==> src/rtl/core/rgbhsl_pkg.sv <==
// ----------------------------------------------------------------------------
// rgbhsl_pkg
// shared types and widths for the rgb to hsl pixel pipeline
// ----------------------------------------------------------------------------
package rgbhsl_pkg;

  localparam int unsigned PixW     = 8;
  localparam int unsigned QuoBits  = 8;
  localparam int unsigned SatRemW  = 16;
  localparam int unsigned SatDivW  = 15;
  localparam int unsigned HueRemW  = 19;
  localparam int unsigned HueDivW  = 18;
  localparam int unsigned NumW     = 11;
  localparam int unsigned SumW     = 9;

  typedef enum logic [1:0] {
    SECT_RED   = 2'd0,
    SECT_GREEN = 2'd1,
    SECT_BLUE  = 2'd2
  } sector_e;

  // payload carried through the restoring divider stages
  typedef struct packed {
    logic                 grey;
    logic [PixW-1:0]      light;
    logic [SatRemW-1:0]   sat_rem;
    logic [SatDivW-1:0]   sat_div;
    logic [QuoBits-1:0]   sat_quo;
    logic [HueRemW-1:0]   hue_rem;
    logic [HueDivW-1:0]   hue_div;
    logic [QuoBits-1:0]   hue_quo;
  } hsl_div_t;

endpackage

==> src/rtl/core/rgb_to_hsl_pixel_top.sv <==
// ----------------------------------------------------------------------------
// rgb_to_hsl_pixel_top
// 8-bit rgb pixel to hue, saturation and lightness, each 0..255, truncated
// ----------------------------------------------------------------------------
// usage
//   a pixel beat enters on red_i, green_i, blue_i at a rising edge where
//   start is high and busy is low; busy stays low, so a new pixel may
//   enter on every clock
//   each result beat sits on hue_o, saturation_o, lightness_o for exactly
//   one cycle with done_o high; results leave in input order
//   each accepted pixel passes through 3 prep stages (max/min, numerator
//   and denominator, scaling by 255), 8 restoring divider stages that each
//   settle one quotient bit of hue and saturation side by side, and one
//   output register
//   throughput is one pixel per clock, set by the fully pipelined divider
//   the receiver cannot stall, so nothing holds the pipeline; valid bits
//   travel with each beat
//   reset clears every valid bit and done_o; pixels in flight are dropped
//   a grey pixel (all components equal) gives hue and saturation of zero
// ----------------------------------------------------------------------------
module rgb_to_hsl_pixel_top
  import rgbhsl_pkg::*;
(
  input  logic            clk_i,
  input  logic            rst_ni,
  input  logic            start,
  output logic            busy,
  input  logic [PixW-1:0] red_i,
  input  logic [PixW-1:0] green_i,
  input  logic [PixW-1:0] blue_i,
  output logic            done_o,
  output logic [PixW-1:0] hue_o,
  output logic [PixW-1:0] saturation_o,
  output logic [PixW-1:0] lightness_o
);

  // divider chain: index 0 is the prep output, index QuoBits the last step
  logic [QuoBits:0] div_valid;
  hsl_div_t         div_data [0:QuoBits];

  logic             done_q;
  logic [PixW-1:0]  hue_q, hue_d;
  logic [PixW-1:0]  sat_q, sat_d;
  logic [PixW-1:0]  light_q;

  // the pipeline never pushes back
  assign busy = 1'b0;

  rgbhsl_prep u_prep (
    .clk_i   (clk_i),
    .rst_ni  (rst_ni),
    .valid_i (start && !busy),
    .red_i   (red_i),
    .green_i (green_i),
    .blue_i  (blue_i),
    .valid_o (div_valid[0]),
    .data_o  (div_data[0])
  );

  // one quotient bit per stage, msb first
  for (genvar i = 0; i < QuoBits; i++) begin : g_div
    rgbhsl_div_stage u_stage (
      .clk_i   (clk_i),
      .rst_ni  (rst_ni),
      .valid_i (div_valid[i]),
      .data_i  (div_data[i]),
      .valid_o (div_valid[i+1]),
      .data_o  (div_data[i+1])
    );
  end

  // grey pixel forces hue and saturation to zero (the hue divisor is zero there)
  always_comb begin
    hue_d = div_data[QuoBits].grey ? '0 : div_data[QuoBits].hue_quo;
    sat_d = div_data[QuoBits].grey ? '0 : div_data[QuoBits].sat_quo;
  end

  always_ff @(posedge clk_i or negedge rst_ni) begin
    if (!rst_ni) begin
      done_q <= 1'b0;
    end else begin
      done_q <= div_valid[QuoBits];
    end
  end

  always_ff @(posedge clk_i) begin
    hue_q   <= hue_d;
    sat_q   <= sat_d;
    light_q <= div_data[QuoBits].light;
  end

  assign done_o       = done_q;
  assign hue_o        = hue_q;
  assign saturation_o = sat_q;
  assign lightness_o  = light_q;

  // every accepted pixel comes out as a result beat
  a_latency: assert property (@(posedge clk_i) disable iff (!rst_ni)
    (start && !busy) |-> ##12 done_o)
    else $error("result beat missing after accepted pixel");

  // no result beat without a matching accepted pixel
  a_no_phantom: assert property (@(posedge clk_i) disable iff (!rst_ni)
    done_o |-> $past(start && !busy, 12))
    else $error("result beat without matching pixel");

  // hue quotient stays below full scale since the numerator is below 6*delta
  a_hue_range: assert property (@(posedge clk_i) disable iff (!rst_ni)
    done_o |-> (hue_o != 8'hFF))
    else $error("hue reached full scale");

  // grey pixel gives zero hue and saturation and its own level as lightness
  a_grey: assert property (@(posedge clk_i) disable iff (!rst_ni)
    (start && !busy && red_i == green_i && green_i == blue_i) |->
      ##12 (hue_o == '0 && saturation_o == '0 && lightness_o == $past(red_i, 12)))
    else $error("grey pixel converted wrongly");

endmodule

==> src/rtl/core/rgbhsl_prep.sv <==
// ----------------------------------------------------------------------------
// rgbhsl_prep
// three register stages: max/min and sector, hue numerator and sat
// denominator, then scaling by 255 and divisor alignment
// ----------------------------------------------------------------------------
module rgbhsl_prep
  import rgbhsl_pkg::*;
(
  input  logic            clk_i,
  input  logic            rst_ni,
  input  logic            valid_i,
  input  logic [PixW-1:0] red_i,
  input  logic [PixW-1:0] green_i,
  input  logic [PixW-1:0] blue_i,
  output logic            valid_o,
  output hsl_div_t        data_o
);

  // stage a
  logic                   a_valid_q;
  sector_e                a_sector_q, a_sector_d;
  logic [PixW-1:0]        a_delta_q, a_delta_d;
  logic [SumW-1:0]        a_sum_q, a_sum_d;
  logic signed [SumW-1:0] a_diff_q, a_diff_d;

  // stage b
  logic                   b_valid_q;
  logic                   b_grey_q, b_grey_d;
  logic [PixW-1:0]        b_light_q, b_light_d;
  logic [PixW-1:0]        b_delta_q, b_delta_d;
  logic [PixW-1:0]        b_denom_q, b_denom_d;
  logic [NumW-1:0]        b_num_q, b_num_d;

  // stage c
  logic                   c_valid_q;
  hsl_div_t               c_data_q, c_data_d;

  logic [PixW-1:0]        mx, mn;
  logic signed [11:0]     off, num_s;
  logic [11:0]            dlt12;
  logic [SumW-1:0]        denom_hi;
  logic [NumW-1:0]        six_delta;

  // max, min and sector in tie order red, green, blue
  always_comb begin
    mx = red_i;
    mn = red_i;
    if (green_i > mx) mx = green_i;
    if (blue_i > mx) mx = blue_i;
    if (green_i < mn) mn = green_i;
    if (blue_i < mn) mn = blue_i;
    a_delta_d = mx - mn;
    a_sum_d   = {1'b0, mx} + {1'b0, mn};
    if (mx == red_i) begin
      a_sector_d = SECT_RED;
      a_diff_d   = $signed({1'b0, green_i}) - $signed({1'b0, blue_i});
    end else if (mx == green_i) begin
      a_sector_d = SECT_GREEN;
      a_diff_d   = $signed({1'b0, blue_i}) - $signed({1'b0, red_i});
    end else begin
      a_sector_d = SECT_BLUE;
      a_diff_d   = $signed({1'b0, red_i}) - $signed({1'b0, green_i});
    end
  end

  // hue numerator with red-sector wrap, sat denominator
  always_comb begin
    dlt12 = {4'd0, a_delta_q};
    case (a_sector_q)
      SECT_RED:   off = a_diff_q[SumW-1] ? $signed((dlt12 << 2) + (dlt12 << 1))
                                         : 12'sd0;
      SECT_GREEN: off = $signed(dlt12 << 1);
      SECT_BLUE:  off = $signed(dlt12 << 2);
      default:    off = 12'sd0;
    endcase
    num_s     = off + {{(12-SumW){a_diff_q[SumW-1]}}, a_diff_q};
    b_num_d   = num_s[NumW-1:0];
    denom_hi  = 9'd510 - a_sum_q;
    b_denom_d = a_sum_q[SumW-1] ? denom_hi[PixW-1:0] : a_sum_q[PixW-1:0];
    b_grey_d  = (a_delta_q == '0);
    b_light_d = a_sum_q[SumW-1:1];
    b_delta_d = a_delta_q;
  end

  // times 255 as shift and subtract, divisors aligned to the top quotient bit
  always_comb begin
    six_delta        = ({3'd0, b_delta_q} << 2) + ({3'd0, b_delta_q} << 1);
    c_data_d.grey    = b_grey_q;
    c_data_d.light   = b_light_q;
    c_data_d.sat_rem = {b_delta_q, 8'd0} - {8'd0, b_delta_q};
    c_data_d.sat_div = {b_denom_q, 7'd0};
    c_data_d.sat_quo = '0;
    c_data_d.hue_rem = {b_num_q, 8'd0} - {8'd0, b_num_q};
    c_data_d.hue_div = {six_delta, 7'd0};
    c_data_d.hue_quo = '0;
  end

  always_ff @(posedge clk_i or negedge rst_ni) begin
    if (!rst_ni) begin
      a_valid_q <= 1'b0;
      b_valid_q <= 1'b0;
      c_valid_q <= 1'b0;
    end else begin
      a_valid_q <= valid_i;
      b_valid_q <= a_valid_q;
      c_valid_q <= b_valid_q;
    end
  end

  always_ff @(posedge clk_i) begin
    a_sector_q <= a_sector_d;
    a_delta_q  <= a_delta_d;
    a_sum_q    <= a_sum_d;
    a_diff_q   <= a_diff_d;
    b_grey_q   <= b_grey_d;
    b_light_q  <= b_light_d;
    b_delta_q  <= b_delta_d;
    b_denom_q  <= b_denom_d;
    b_num_q    <= b_num_d;
    c_data_q   <= c_data_d;
  end

  assign valid_o = c_valid_q;
  assign data_o  = c_data_q;

endmodule

==> src/rtl/core/rgbhsl_div_stage.sv <==
// ----------------------------------------------------------------------------
// rgbhsl_div_stage
// one restoring division step for hue and saturation, one quotient bit each
// ----------------------------------------------------------------------------
module rgbhsl_div_stage
  import rgbhsl_pkg::*;
(
  input  logic     clk_i,
  input  logic     rst_ni,
  input  logic     valid_i,
  input  hsl_div_t data_i,
  output logic     valid_o,
  output hsl_div_t data_o
);

  logic     valid_q;
  hsl_div_t data_q, data_d;
  logic     sat_ge, hue_ge;

  always_comb begin
    sat_ge = data_i.sat_rem >= {1'b0, data_i.sat_div};
    hue_ge = data_i.hue_rem >= {1'b0, data_i.hue_div};
    data_d         = data_i;
    data_d.sat_rem = sat_ge ? data_i.sat_rem - {1'b0, data_i.sat_div} : data_i.sat_rem;
    data_d.hue_rem = hue_ge ? data_i.hue_rem - {1'b0, data_i.hue_div} : data_i.hue_rem;
    data_d.sat_div = data_i.sat_div >> 1;
    data_d.hue_div = data_i.hue_div >> 1;
    data_d.sat_quo = {data_i.sat_quo[QuoBits-2:0], sat_ge};
    data_d.hue_quo = {data_i.hue_quo[QuoBits-2:0], hue_ge};
  end

  always_ff @(posedge clk_i or negedge rst_ni) begin
    if (!rst_ni) begin
      valid_q <= 1'b0;
    end else begin
      valid_q <= valid_i;
    end
  end

  always_ff @(posedge clk_i) begin
    data_q <= data_d;
  end

  assign valid_o = valid_q;
  assign data_o  = data_q;

endmodule

==> config.mk <==
export PLATFORM = sky130hd
export DESIGN_NAME = rgb_to_hsl_pixel_top
export DESIGN_NICKNAME = d
export VERILOG_FILES = /design/src/rtl/core/rgbhsl_pkg.sv /design/src/rtl/core/rgb_to_hsl_pixel_top.sv /design/src/rtl/core/rgbhsl_prep.sv /design/src/rtl/core/rgbhsl_div_stage.sv
export SDC_FILE = /design/constraint.sdc
export NUM_CORES = 1
export LEC_CHECK = 0
export BUFFER_PORTS_ARGS = -buffer_cell sky130_fd_sc_hd__buf_2
export CORE_MARGIN = 4
export CORE_UTILIZATION = 42
export DETAILED_ROUTE_END_ITERATION = 12
export PLACE_DENSITY = 0.65
export SYNTH_ARGS = -nofsm -noshare
export SYNTH_HDL_FRONTEND = slang
export SYNTH_HIERARCHICAL = 1
export SYNTH_SLANG_ARGS = --single-unit
==> constraint.sdc <==
create_clock -name clk_i -period 5.2 [get_ports clk_i]
set_clock_uncertainty 0.1 [all_clocks]
set_input_delay 1.04 -clock clk_i [delete_from_list [all_inputs] [get_ports clk_i]]
set_output_delay 1.04 -clock clk_i [all_outputs]
set_load 0.1 [all_outputs]
Yosys cells after proc, flatten, opt, wreduce, memory -nomap -nowiden
Index checks and enable logic that the tools add are counted.

storage, ports and cells
  register bits = 685
  output and inout bits = 26
  input bits = 27

operators by class
  reductions and logical operators = 2
  $lt $le $gt $ge = 20
  equality and inequality tests = 4
  multiplexer cells = 24
  add/subtract/negate cells = 25

operator list
  operator                                                        count
  19-bit two-way mux                                              7
  16-bit two-way mux                                              7
  8-bit two-way mux                                               5
  11-bit case mux with 3 select lines                             1
  8-bit by 8-bit subtractor with 9-bit output                     3
  10-bit by 9-bit adder with 11-bit output                        2
  19-bit by 11-bit greater-or-equal comparator with 1-bit output  1
  19-bit by 12-bit greater-or-equal comparator with 1-bit output  1
  19-bit by 13-bit greater-or-equal comparator with 1-bit output  1
  19-bit by 14-bit greater-or-equal comparator with 1-bit output  1
  19-bit by 15-bit greater-or-equal comparator with 1-bit output  1
  19-bit by 16-bit greater-or-equal comparator with 1-bit output  1
  19-bit by 17-bit greater-or-equal comparator with 1-bit output  1
  19-bit by 18-bit greater-or-equal comparator with 1-bit output  1
  19-bit by 11-bit subtractor with 19-bit output                  1
  19-bit by 12-bit subtractor with 19-bit output                  1
  19-bit by 13-bit subtractor with 19-bit output                  1
  19-bit by 14-bit subtractor with 19-bit output                  1
  19-bit by 15-bit subtractor with 19-bit output                  1
  19-bit by 16-bit subtractor with 19-bit output                  1
  19-bit by 17-bit subtractor with 19-bit output                  1
  19-bit by 18-bit subtractor with 19-bit output                  1
  9-bit two-way mux                                               2
  8-bit == test                                                   2
  28 further kinds                                                30

Depth between registers and ports, before layout
Gate-level depths: netlist of run 1.

  depth after elaboration = 7
  depth in mapped cells = 27
  mapped depth without buffers = 24

By module
Netlist of run 1, hierarchy kept.

by module, submodules not included
  module                                   seq. area each (um2)  cells an instance  instances  area an instance (um2)
  rgbhsl_div_stage (g_div[0].u_stage ...)  1846.8                418                5          4103.9
  rgbhsl_div_stage (g_div[6].u_stage ...)  1846.8                433                2          4375.4
  rgbhsl_prep                              2497.4                794                1          7523.5
  rgbhsl_div_stage (g_div[1].u_stage)      1846.8                411                1          4252.8
  rgb_to_hsl_pixel_top                     505.5                 44                 1          660.6

Least setup slack after synthesis of run 1
No wires, ideal clock.

  kind = input to register
  start = in green_i[2]
  end = reg u_prep.a_sum_q[8]
  stages on the path = 25
  required time = 4983 ps
  arrival = 5906 ps
  library setup time = 117 ps
  setup slack = -923 ps
  path through = inv_1 -> ha_1 -> a21oi_1 -> o21ai_2 -> a2111oi_4 -> buf_4 -> clkbuf_1 -> a21oi_1 -> ha_1 -> nor2b_1 -> o211ai_1 -> a21oi_1 -> o22ai_2 -> clkbuf_1 -> mux2_2 -> ha_1 -> fa_1 -> a21oi_1 -> nor2_1 -> nor2_1 -> o21bai_1 -> a21oi_1 -> nor2b_1 -> o21ai_0 -> nand2b_1

between the ends
  longest elaborated chain between the ends = 5
  elaborated cells between the ends (all ways) = 9
  classes of those cells = add/sub (1); order compare (4); mux (4)

ends and longest elaborated chain
  item                                                                         line                                  RTL
  start, declared                                                              rgb_to_hsl_pixel_top.sv:29            input logic [PixW-1:0] green_i,
  8-bit greater-than comparator or 8-bit less-than comparator (tied branches)  rgbhsl_prep.sv:48, rgbhsl_prep.sv:50
  8-bit two-way mux, on equally long branches                                  rgbhsl_prep.sv:48, rgbhsl_prep.sv:50
  8-bit greater-than comparator or 8-bit less-than comparator (tied branches)  rgbhsl_prep.sv:49, rgbhsl_prep.sv:51
  8-bit two-way mux, on equally long branches                                  rgbhsl_prep.sv:49, rgbhsl_prep.sv:51
  8-bit by 8-bit adder with 9-bit output *                                     rgbhsl_prep.sv:53                     a_sum_d = {1'b0, mx} + {1'b0, mn};
  via u_prep.a_sum_d[8]                                                        rgbhsl_prep.sv:23                     logic [SumW-1:0] a_sum_q, a_sum_d;
  end signal, assigned                                                         rgbhsl_prep.sv:113                    a_sum_q <= a_sum_d;
  end, declared                                                                rgbhsl_prep.sv:23

Mark *: on every way through the listed nets, which the timed path passes. The rest lies on a longest branch.
A chain may end at the register's enable or synchronous reset.

Final worst setup path of run 1
Ends and elaborated chain as after synthesis.

==> results_dict.tcl, run 1 <==
set metrics [dict create \
    postSynthCellCount 3864 \
    die_w_um 307.4 \
    drc 0 \
    tightestPinTransition_ns 1.054 \
    clock-sinks 763 \
    totalWireLength_um 77060 \
    grt_antenna_before_repair 0 \
    io_buffers 51 \
    boundaryPins 53 \
    fin_crit_sh 0.9575 \
    diodes 0 \
    yosys_warnings 6 \
    placementRows 109 \
    grt_overflow 0 \
    dr.pass1.iters 6 \
    rsz0062_at_grt "no" \
    drive_gt1_frac 0.1333 \
    hp-class "in2async" \
    start_util 0.4247 \
    crit_required_ns 5.58 \
    core_um2 88650 \
    hold_ws_ns 0.2049 \
    grt_max_degree 31 \
    maxCapViolCount 0 \
    routabilityCongestion 0.8940 \
    endpoint_kind "register" \
    die_area_um2 94490 \
    routed_via_density 5.091 \
    cts_made_buffers 81 \
    ant_nets 0 \
    fin_nets 4419 \
    arrival_ns 5.36 \
    relSlewSlack 0.2976 \
    drt_iter0_drc 1362 \
    hold_viol_final 0 \
    r2r_end "u_prep/b_num_q[10]" \
    fmax_ghz 0.2008 \
    first_global_vias 26630 \
    track_usage 0.1625 \
    num_vias 26670 \
    fill_cells 8373 \
    area_growth_syn_to_layout_pct 12.48 \
    critical_path_class "in2reg" \
    reg2reg_from "u_prep/a_delta_q[1]" \
    avgSynthCellArea_um2 9.743 \
    wl_per_cell_um 14.71 \
    cts.htree.levels 3 \
    grt_pass1_wl_um 128800 \
    status "finished clean" \
    cts.clk_slew.worst_paths_ns 0.06 \
    ff2ff_setup_slack_ns 1.69 \
    path_max_fanout 3 \
    syn-cell-area_um2 37650 \
    dp_hpwl_um 59810 \
    root_buffer "clkbuf_16" \
    cts_buffer_depth 3 \
    setup_tns_ns 0 \
    r2r_cells 15 \
    die_y_um 307.4 \
    cts_tree "built" \
    clk_latency_ns 0.60 \
    setup_viol 0 \
    fin_crit_ns 4.979 \
    slew_violations 0 \
    cp-start-kind "input port" \
]
-- repair_timing --
| action | 4_1_cts | 5_1_grt |
|---|---|---|
| resized for setup | 0 | 4 |
| buffers inserted | 0 | 0 |
| endpoints found under the setup margin | 0 | 16 |
| hold buffers | 0 | 0 |
-- registers in the layout, summed over array words and instances, names as in the netlist, 2 cells and up --
| register | flops |
|---|---|
| g_div.u_stage/data_o | 606 |
| u_prep/data_o | 59 |
| u_prep/b_num_q | 11 |
| u_prep/a_diff_q | 9 |
| u_prep/a_sum_q | 9 |
| g_div.u_stage/valid_o | 8 |
| hue_o | 8 |
| lightness_o | 8 |
| saturation_o | 8 |
| u_prep/b_denom_q | 8 |
| u_prep/b_light_q | 8 |
| u_prep/a_delta_q | 7 |
| u_prep/b_delta_q | 7 |
| u_prep/a_sector_q | 2 |
-- layout make-up --
cell class	instances	area, um2	area share
clock inverter	37	430.4	0.01016
timing repair buffer	138	924.6	0.02184
sequential	763	15330	0.3621
inverter	417	1578	0.03726
multi-input combinational	2607	20280	0.4789
tap	1165	1458	0.03442
clock buffer	111	2342	0.05531
-- per-layer routing --
metal / routed length, um / up-vias / track usage
li1: - / 13710 / -
met1: 33740 / 12330 / 0.1958
met2: 38270 / 497 / 0.2972
met3: 2978 / 134 / 0.02249
met4: 2075 / 0 / 0.05461
met5: 0 / - / 0
-- through the flow --
step | util | area, um2 | instances | worst slack, ns
floorplan | - | 37950 | 3885 | -0.2691
global placement | 0.4463 | 39560 | 5090 | -0.3522
detailed placement | 0.4463 | 39560 | 5090 | -0.4406
CTS | 0.4776 | 42330 | 5238 | 0.1997
global route | 0.4777 | 42340 | 5238 | 0.006758
finish | 0.4777 | 42340 | 5238 | 0.2208
-- cell usage in the layout (no fill, tap or decap), drive strengths merged, types with 14 or more instances in the layout --
| cell type | instances |
|---|---|
| conb | 30 |
| nand2 | 229 |
| mux2i | 44 |
| nand4 | 29 |
| a31oi | 39 |
| a21boi | 14 |
| and4 | 17 |
| or3 | 21 |
| dfxtp | 751 |
| a211o | 14 |
| inv | 422 |
| nor2b | 56 |
| o21a | 45 |
| o31ai | 31 |
| o21ai | 187 |
| nand2b | 30 |
| buf | 138 |
| a211oi | 44 |
| o31a | 20 |
| xnor2 | 139 |
| a21oi | 247 |
| o211ai | 27 |
| o21bai | 41 |
| ha | 361 |
| nor3 | 34 |
| a21o | 113 |
| xor2 | 102 |
| mux2 | 156 |
| and2 | 18 |
| or2 | 21 |
| clkbuf | 111 |
| nand3 | 81 |
| and3 | 25 |
| clkinv | 19 |
| nor2 | 201 |
| fa | 23 |
-- worst max-delay path by stage --
stage                                to       start  depth (start not counted)  slack, ns
finish                u_prep/a_sum_q[8]  green_i[2]                         26       0.22
global route        u_prep/a_delta_q[6]  green_i[2]                         24      0.007
CTS                   u_prep/a_sum_q[8]  green_i[2]                         24       0.20
detailed placement    u_prep/a_sum_q[8]  green_i[2]                         24      -0.44
global placement    u_prep/a_delta_q[6]  green_i[2]                         24      -0.35
floorplan             u_prep/a_sum_q[8]  green_i[2]                         25      -0.27
-- worst max-delay path, stage by stage --
cell and delay (ns):
buf_2 0.17, inv_12 0.04, ha_4 0.24, a21oi_2 0.13, o21ai_2 0.10, a2111oi_4 0.43
a41oi_4 0.09, buf_4 0.19, mux2i_1 0.14, ha_1 0.19, a21o_1 0.17, a21o_1 0.17
a21oi_1 0.18, nand3_1 0.14, a31oi_4 0.21, mux2_4 0.34, ha_4 0.17, fa_2 0.35
a21oi_2 0.14, nor2_1 0.05, nor2_1 0.14, o21bai_1 0.10, a21oi_2 0.16, nor2b_1 0.06
o21ai_1 0.13, nand2b_1 0.07
Power of run 1 is not shown: default switching activity piles up to over one toggle a cycle in this logic, so the estimate is an artifact.
==> run 2: changes to the inputs <==
- CELL_PAD_IN_SITES_DETAIL_PLACEMENT: unset -> 0
- CELL_PAD_IN_SITES_GLOBAL_PLACEMENT: unset -> 2
- PLACE_DENSITY: 0.65 -> 0.88
==> results_dict.tcl, run 2 (synthesis gave the netlist of run 1 again) <==
set metrics [dict create \
    status "finished clean" \
    cts_buffer_depth 3 \
    relSlewSlack 0.3018 \
    fin_cells 5246 \
    wl_per_cell_um 15.72 \
    hold_ws_ns 0.1741 \
    drt_iter0_drc 1282 \
    setup_tns_ns 0 \
    grt_overflow 0 \
    placementRows 109 \
    grt_antenna_before_repair 0 \
    drc 0 \
    dp_hpwl_um 64100 \
    drive_gt1_frac 0.1345 \
    track_usage 0.1730 \
    fmax_ghz 0.2026 \
    arrival_ns 5.36 \
    cp-start-kind "input port" \
    num_vias 26400 \
    grt_pass1_wl_um 135300 \
    tightestPinTransition_ns 1.047 \
    cts_made_buffers 83 \
    critical_path_class "in2reg" \
    clock-sinks 763 \
    crit_required_ns 5.62 \
    diodes 0 \
    dp.cells 5093 \
    cts.clk_slew.worst_paths_ns 0.06 \
    die_w_um 307.4 \
    maxCapViolCount 0 \
    fill_cells 8536 \
    largest_reg_flops 606 \
    boundaryPins 53 \
    core_um2 88650 \
    rsz0062_at_grt "no" \
    setup_viol 0 \
    start_util 0.4247 \
    hold_viol_final 0 \
    grt_max_degree 31 \
    totalWireLength_um 82470 \
    root_buffer "clkbuf_16" \
    first_global_vias 26680 \
    final_common_cell "dfxtp_1" \
    routabilityCongestion 0.8823 \
    clk_latency_ns 0.63 \
    hp-class "in2async" \
    fin_crit_sh 0.9491 \
    io_buffers 51 \
    hold_buffers 0 \
    slew_violations 0 \
    path_max_fanout 4 \
    layout_common_cells "751 x dfxtp_1, 414 x inv_1, 354 x ha_1" \
    fin_crit_ns 4.936 \
    routed_via_density 5.032 \
    cts_tree "built" \
    die_y_um 307.4 \
    dr.pass1.iters 5 \
    endpoint_kind "register" \
    postCtsSetupRepairBufs 0 \
    cts.htree.levels 3 \
    ant_nets 0 \
    area_growth_syn_to_layout_pct 12.67 \
    fin_nets 4424 \
    die_area_um2 94490 \
]
[run 2: changes by cell type in the layout (fill, tap and decap cells not counted), sizes merged]
cell      before  now
buf          138  141
inv          422  424
clkinvlp       5    7
clkbuf       111  107
clkinv        19   24
[run 2: cell type report]
cell class | instances | area (um2) | share of cell area
multi-input combinational | 2607 | 20270 | 0.4779
sequential | 763 | 15330 | 0.3615
clock buffer | 107 | 2321 | 0.05472
inverter | 417 | 1578 | 0.03720
tap | 1165 | 1458 | 0.03436
timing repair buffer | 141 | 938.4 | 0.02212
clock inverter | 46 | 516.7 | 0.01218
[run 2: worst paths after layout]
check | from | to | slack, ns | depth (start not counted)
worst max-delay path | green_i[2] | u_prep/a_sum_q[8] | 0.26 | 25
worst min-delay path | rst_ni | g_div[7].u_stage/valid_o | 0.17 | 1
worst max register to register | u_prep/a_delta_q[1] | u_prep/b_num_q[9] | 1.75 | 15
worst min register to register | g_div[3].u_stage/data_o[1] | g_div[4].u_stage/data_o[2] | 0.21 | 0
max in group asynchronous | rst_ni | u_prep/valid_o | 4.62 | 1
min in group clk_i | g_div[3].u_stage/data_o[1] | g_div[4].u_stage/data_o[2] | 0.21 | 0
[run 2: critical path, stage by stage]
cell and delay [ns]:
buf_2 0.17, inv_12 0.04, ha_4 0.24, a21oi_2 0.12, o21ai_2 0.09, a2111oi_4 0.41, a41oi_4 0.08, mux2i_1 0.28
ha_1 0.29, a21o_1 0.16, a21o_1 0.17, a21oi_1 0.16, nand3_1 0.14, a31oi_4 0.24, mux2_4 0.35, ha_4 0.17
fa_2 0.35, a21oi_2 0.13, nor2_1 0.05, nor2_1 0.17, o21bai_1 0.11, a21oi_2 0.16, nor2b_1 0.06, o21ai_1 0.11
nand2b_1 0.06
[run 2: stage by stage]
step / setup WS (ns) / utilization / area (um2)
final: 0.2645 / 0.4785 / 42420
after global routing: 0.02882 / 0.4785 / 42420
after CTS: 0.2591 / 0.4784 / 42410
after detailed placement: -0.4151 / 0.4464 / 39570
after global placement: -0.3507 / 0.4464 / 39570
after floorplan: -0.2691 / - / 37950
[run 2: what timing repair did]
item                                   CTS  global route
gates resized for setup                  0             2
endpoints found under the hold margin    0             0
setup endpoints to repair                0             4
[run 2: metal layers]
metal  GRT usage  share of wire  vias up  routed length [um]
met3     0.02338          0.026      141                2149
met5           0              0        -                   0
met1      0.2159           0.46    12150               37880
met2      0.3102           0.49      356               40010
li1            -              -    13750                   -
met4     0.05374          0.029        0                2430
Power of run 2 is left out for the same reason.
